<file path="config.mk">
export PLATFORM = sky130hd
export DESIGN_NAME = cbe_div
export DESIGN_NICKNAME = d
export VERILOG_FILES = /design/src/hw/rtl/assert_macros.svh /design/src/hw/rtl/cbe_pkg.sv /design/src/hw/rtl/cbe_div.sv
export SDC_FILE = /design/constraint.sdc
export NUM_CORES = 1
export LEC_CHECK = 0
export ABC_AREA = 1
export BUFFER_PORTS_ARGS = -buffer_cell sky130_fd_sc_hd__buf_4
export CORE_MARGIN = 2
export CORE_UTILIZATION = 50
export DETAILED_ROUTE_END_ITERATION = 10
export GPL_TIMING_DRIVEN = 0
export PLACE_DENSITY = 0.7
export SYNTH_ARGS = -nofsm -noshare
export SYNTH_HDL_FRONTEND = slang
export SYNTH_SLANG_ARGS = --single-unit
export TNS_END_PERCENT = 50
</file>
<file path="constraint.sdc">
create_clock -name clk -period 4.85 [get_ports clk]
set_input_delay 0.7275 -clock clk [delete_from_list [all_inputs] [get_ports clk]]
set_output_delay 0.7275 -clock clk [all_outputs]
set_load 0.01 [all_outputs]
</file>
<file path="src/hw/rtl/assert_macros.svh">
// Assertion macros, clocked on clk, disabled while rst_n is low.
`ifndef ASSERT_MACROS_SVH
`define ASSERT_MACROS_SVH
`ifndef ASSERT_OFF
`define CBE_ASSERT_ALWAYS(lbl, expr) \
    lbl: assert property (@(posedge clk) disable iff (!rst_n) (expr)) else $error("lbl");
`define CBE_ASSERT_NEXT(lbl, ante, cons) \
    lbl: assert property (@(posedge clk) disable iff (!rst_n) (ante) |=> (cons)) else $error("lbl");
`else
`define CBE_ASSERT_ALWAYS(lbl, expr)
`define CBE_ASSERT_NEXT(lbl, ante, cons)
`endif
`endif

</file>
<file path="src/hw/rtl/cbe_pkg.sv">
`default_nettype none
package cbe_pkg;
    localparam int FRAC_BITS = 16;
    localparam int ACC_W     = 32;
    localparam int GUESS_W   = FRAC_BITS + 2;
    localparam int TIME_W    = FRAC_BITS + 1;
    localparam int OUT_W     = FRAC_BITS + 3;
    localparam int CFG_W     = FRAC_BITS + 2;
    localparam int NUM_W     = ACC_W + FRAC_BITS;
    localparam int QDIV_W    = FRAC_BITS + 6;
    localparam int MUL_W     = ACC_W + GUESS_W;

    localparam logic signed [ACC_W-1:0] ONE_Q     = ACC_W'(1) <<< FRAC_BITS;
    localparam logic signed [ACC_W-1:0] OUT_MAX   = (ACC_W'(4) <<< FRAC_BITS) - ACC_W'(1);
    localparam logic signed [ACC_W-1:0] OUT_MIN   = -(ACC_W'(4) <<< FRAC_BITS);

    typedef logic signed [ACC_W-1:0]   acc_t;
    typedef logic signed [GUESS_W-1:0] guess_t;

    typedef enum logic [1:0] {
        CFG_CTRL1_X = 2'd0,
        CFG_CTRL1_Y = 2'd1,
        CFG_CTRL2_X = 2'd2,
        CFG_CTRL2_Y = 2'd3
    } cfg_idx_t;

    typedef struct packed {
        logic start;
        logic [NUM_W-1:0] num_mag;
        logic [ACC_W-1:0] den_mag;
    } div_req_t;

    typedef struct packed {
        logic busy;
        logic done;
        logic [QDIV_W-1:0] quot;
    } div_rsp_t;
endpackage
`default_nettype wire

</file>
<file path="src/hw/rtl/cbe_div.sv">
`default_nettype none
// Restoring divider, one quotient bit a cycle, top bit flags a large quotient.
module cbe_div
    import cbe_pkg::*;
(
    input  wire       clk,
    input  wire       rst_n,
    input  wire div_req_t req,
    output div_rsp_t  rsp
);
    localparam int DSH_W = ACC_W + QDIV_W - 1;
    localparam int CNT_W = $clog2(QDIV_W);

    logic busy_reg;
    logic done_reg;
    logic [NUM_W-1:0]  rem_reg;
    logic [DSH_W-1:0]  dsh_reg;
    logic [QDIV_W-1:0] q_reg;
    logic [CNT_W-1:0]  cnt_reg;
    logic fits;

    assign fits = {{(DSH_W-NUM_W){1'b0}}, rem_reg} >= dsh_reg;

    always_ff @(posedge clk or negedge rst_n)
    begin
        if (!rst_n)
        begin
            busy_reg <= 1'b0;
            done_reg <= 1'b0;
        end
        else
        begin
            done_reg <= 1'b0;
            if (req.start)
            begin
                busy_reg <= 1'b1;
                rem_reg  <= req.num_mag;
                dsh_reg  <= {req.den_mag, {(QDIV_W-1){1'b0}}};
                q_reg    <= '0;
                cnt_reg  <= CNT_W'(QDIV_W - 1);
            end
            else if (busy_reg)
            begin
                if (fits)
                begin
                    rem_reg <= rem_reg - dsh_reg[NUM_W-1:0];
                end
                q_reg   <= {q_reg[QDIV_W-2:0], fits};
                dsh_reg <= dsh_reg >> 1;
                if (cnt_reg == '0)
                begin
                    busy_reg <= 1'b0;
                    done_reg <= 1'b1;
                end
                else
                begin
                    cnt_reg <= cnt_reg - CNT_W'(1);
                end
            end
        end
    end

    assign rsp.busy = busy_reg;
    assign rsp.done = done_reg;
    assign rsp.quot = q_reg;
endmodule
`default_nettype wire

</file>
# [Yosys cells after proc, flatten, opt, wreduce, memory -nomap -nowiden]
# Index checks and enable logic that the tools add are counted.
[totals] register_bits=130 in_bits=83 out_inout_bits=24 word_cells=29
[classes] n_addsub=2 order_cmp=1 mux=14 reduce_logical=5
[ops] cell="$mux W48" n=3
[ops] cell="$mux W53" n=2
[ops] cell="$ge A48 B53 Y1" n=1
[ops] cell="$sub A48 B48 Y48" n=1
[ops] cell="$mux W22" n=1
[ops] cell="$mux W5" n=2
[ops] cell="$mux W1" n=6
[ops] cell="$logic_not A5 Y1" n=1
[ops] cell="$sub A5 B1 Y5 const B" n=1
[ops] cell="$reduce_bool A2 Y1" n=2
[ops] cell="$reduce_and A3 Y1" n=1
[ops] cell="$reduce_and A2 Y1" n=1

# [Logic depth before layout (Yosys ltp)]
[depth] word_depth=4 depth_mapped=15 mapped_depth_nobuf=15

# [Least setup slack after synthesis]
# OpenSTA, ideal clock, no wires.
[synth_timing] path_kind="input-to-reg" start="input port req[80] in the netlist's numbering" end="register rem_reg[0] (enable)" setup_time_ns=0.402 arrival_time_ns=3.494 slack_ns=0.953 stages=5 cell_sequence="buf_2 nor2_1 nor2_1 nand2_1 inv_1"
[synth_via] elab_chain_len=2
[synth_rtl] item="start: declaration" line_no="cbe_div.sv:8" rtl="input wire div_req_t req,"
[synth_rtl] item="$reduce_bool A2 Y1 (no source line)"
[synth_rtl] item="$reduce_and A3 Y1 (no source line) (*)"
[synth_rtl] item="end signal: assignment" line_no="cbe_div.sv:37" rtl="rem_reg <= req.num_mag;"
[synth_rtl] item="end signal: assignment" line_no="cbe_div.sv:46" rtl="rem_reg <= rem_reg - dsh_reg[NUM_W-1:0];"
[synth_rtl] item="end: declaration" line_no="cbe_div.sv:16" rtl="logic [NUM_W-1:0] rem_reg;"
# Mark *: on every way between the ends. The rest lies on a longest branch, timed or not.
# A chain may end at the register's enable or synchronous reset.

# [Worst setup path in the final report]
[layout_timing] start="register dsh_reg[27]" end="register rem_reg[20] (enable)"
[layout_via] elab_chain_len=3
[layout_rtl] item="start: declaration" line_no="cbe_div.sv:17" rtl="logic [DSH_W-1:0] dsh_reg;"
[layout_rtl] item="start signal: assignment" line_no="cbe_div.sv:38" rtl="dsh_reg <= {req.den_mag, {(QDIV_W-1){1'b0}}};"
[layout_rtl] item="start signal: assignment" line_no="cbe_div.sv:49" rtl="dsh_reg <= dsh_reg >> 1;"
[layout_rtl] item="$ge A48 B53 Y1" line_no="cbe_div.sv:22" rtl="assign fits = {{(DSH_W-NUM_W){1'b0}}, rem_reg} >= dsh_reg;"
[layout_rtl] item="$reduce_bool A2 Y1 (no source line)"
[layout_rtl] item="$reduce_and A3 Y1 (no source line)"
# No other way between the ends.

==> impl_metrics.csv <==
group,metric,value,unit
synthesis,synthCells,1431,
sta,tns,0,ns
sta,fmax,322,MHz
critical_path,path_buf_inv,4,
power_and_ir_drop,leakagePower,6.02,nW
placed_design,port_buffers,105,
clock_network,ctsHoldBuffers,0,
cells_and_area,area_growth,17.9,%
floorplanning,die-area,0.0210,mm^2
synthesis,ys_seq_area_share,39.2,%
sta,worst-slew-pin-transition,0.984,ns
sta,fin_crit,3.11,ns
status,status,"complete, no violations",
placed_design,dpl.hpwl,23700,um
global_routing,gr-total-overflow,0,
floorplanning,num_rows,51,
sta,slew_headroom,34.4,%
clock_network,clk_latency,0.43,ns
cells_and_area,fin_nets,1690,
global_routing,grt_first_pass_wirelength,45400,um
floorplanning,core_area,0.0195,mm^2
clock_network,htree_levels,4,
synthesis,synth_cell_types,37,
placed_design,place_area,0.0111,mm^2
flow_run,drv_cap,0,
critical_path,worstPathMaxFanout,25,
floorplanning,num_io_pins,107,
synthesis,synth_area_per_cell,6.94,um^2
detailed_routing,drc_errors,0,
critical_path,crit_slowest_cell,"inv_2",
placed_design,dp_slack,1.59,ns
clock_network,cts_sinks,130,
synthesis,syn_area,0.00993,mm^2
critical_path,slowest_delay,0.46,ns
synthesis,ys_top_cells_by_area,"edfxtp_1 39%, nand2_1 20%, inv_1 11%",
sta,setup_viol,0,
detailed_routing,drt_wl_total,29000,um
floorplanning,die_h,145,um
sta,fin_crit_sh,64.0,%
sta,postLayoutSetupSlackWorst,1.74,ns
clock_network,cts_root_buffer,"clkbuf_16",
global_routing,antenna_found_initial,1,
min_path,hp-class,"in2async",
global_routing,grt_usage,27.9,%
synthesis,synth_seq_cells,130,
cells_and_area,largest_reg_flops,53,
clock_network,clock_path_buffers,2,
critical_path,critPathTopFamily,"simple AND/OR/NAND/NOR gates",
clock_network,cts_tree,"done",
cells_and_area,final_layout_size_suffix_gt1_share,15.2,%
power_and_ir_drop,total_power,0.00371,W
cells_and_area,diodes,0,
synthesis,syn-num-nets,1564,
cells_and_area,final_cell_area,0.0117,mm^2
synthesis,netlist.top_cell.by_area,"edfxtp_1",
detailed_routing,avgViaCountPerCell,4.99,
sta,rsz0062_at_grt,"false",
detailed_routing,first_pass_iters,5,
power_and_ir_drop,powerDensity,316,mW/mm^2
critical_path,arrival,3.23,ns
critical_path,critical_path_required,4.97,ns
synthesis,netlist.area_leader.share,38.7,%
detailed_routing,post_drt_wl_per_cell,15.8,um
clock_network,clkSlewWorstSetupHoldPaths,0.06,ns
floorplanning,initial_core_util,51.0,%
clock_network,cts_resized,0,
placed_design,gp_congestion,0.971,
critical_path,crit_path_cell_trace,"inv_1 -> ha_1 -> nand2_2 -> nor2_2 -> inv_2 -> nor2_1 -> nand2_1 -> nor2_1 -> nand3_1 -> nand4_1 -> nand2_1 -> inv_2 -> buf_12",
sta,clock_skew,0.0129,ns
global_routing,grt_max_degree,52,
power_and_ir_drop,vdd_drop_max,0.257,mV
cells_and_area,final_util,60.2,%
clock_network,numCtsBuffers,17,
critical_path,end_kind,"register",
detailed_routing,ant_nets,0,
critical_path,startpoint_type,"register",
detailed_routing,drt-initial-drc-count,558,
sta,hold_violations,0,
clock_network,post_cts_buffers,0,
floorplanning,fp.dieW,145,um
sta,drv_slew,0,
critical_path,path_class,"reg2reg",
synthesis,yosys_warnings,0,
detailed_routing,vias,9161,
global_routing,grt_pass1_vias,8694,
## cell families (layout without fill, tap and decap cells)
family	count (synthesis)	after routing	share of synthesized area, %
flip-flops	130	130	39.2
AND/OR/NAND/NOR	765	765	33.2
XOR/XNOR	10	10	0.882
buffers and inverters	345	484	13.2
adder cells (fa/ha/maj)	50	50	6.37
AO/OA/AOI/OAI	131	131	7.19
## synth_stat cells (all sizes together)
cell type / instances
a21o: 2
a21oi: 36
and2: 2
buf: 6
clkbuf: 22
clkinv: 1
dfrtp: 2
edfxtp: 128
fa: 1
ha: 49
inv: 316
nand2: 549
nand3: 78
nand3b: 5
nand4: 11
nor2: 95
nor3: 7
nor3b: 1
nor4: 3
o21ai: 52
o21bai: 2
o22ai: 39
or2: 14
xnor2: 9
xor2: 1
## where the power goes
group / switching [W] / total [W] / internal [W] / leakage (nW)
clock network: 0.000552 / 0.00137 / 0.000817 / 0.290
registers: 0.0000251 / 0.00136 / 0.00134 / 1.28
logic: 0.000637 / 0.000975 / 0.000338 / 4.45
total: 0.00121 / 0.00371 / 0.00249 / 6.02
## path summary, 6_finish.rpt
check                            startpoint           to  slack, ns  cells past startpoint
worst max-delay path            dsh_reg[27]  rem_reg[20]       1.74                     13
worst min-delay path                  rst_n     done_reg       0.36                      1
worst max register to register  dsh_reg[27]  rem_reg[20]       1.74                     13
worst min register to register   cnt_reg[4]     done_reg       0.50                      1
max in group asynchronous             rst_n     busy_reg       4.07                      1
min in group clk                 cnt_reg[4]     done_reg       0.50                      1
## layout make-up
cell class / instances / area (um^2)
fillers: 1844 / 7750
well taps: 265 / 332
plain buffers: 28 / 119
repair buffers: 107 / 836
inverters: 317 / 1190
clock inverters: 14 / 178
flip-flops and latches: 130 / 3890
multi-input cells: 956 / 4740
clock buffers: 18 / 429
## routing by layer
metal  up-vias  wire (um)  global-route usage (%)
met2       242      13800                    47.0
met1      4158      13100                    37.1
met4         0        672                    9.16
li1       4714          -                       -
met3        47       1400                    3.71
met5         -          0                       0
## metrics by stage
step	hold WS (ns)	instances
after floorplan	0.432	1431
after global placement	0.485	1801
after detailed placement	0.487	1803
after CTS	0.341	1835
after global routing	0.367	1835
final	0.358	1835
## layout by cell type (no fill, tap or decap), types with 5 or more instances in the layout
| cell type | instances |
|---|---|
| nand4_1 | 11 |
| buf_4 | 108 |
| nand3_2 | 9 |
| nand2_2 | 25 |
| nand2_1 | 524 |
| xnor2_1 | 9 |
| inv_1 | 300 |
| inv_2 | 16 |
| clkbuf_16 | 17 |
| clkbuf_1 | 23 |
| o21ai_1 | 5 |
| o22ai_1 | 39 |
| ha_1 | 49 |
| nand3b_1 | 5 |
| nor2_2 | 29 |
| o21ai_0 | 47 |
| edfxtp_1 | 128 |
| nor2_1 | 62 |
| or2_2 | 9 |
| nand3_1 | 69 |
| a21oi_1 | 36 |
No activity file was read; power rests on OpenSTA's default activity.
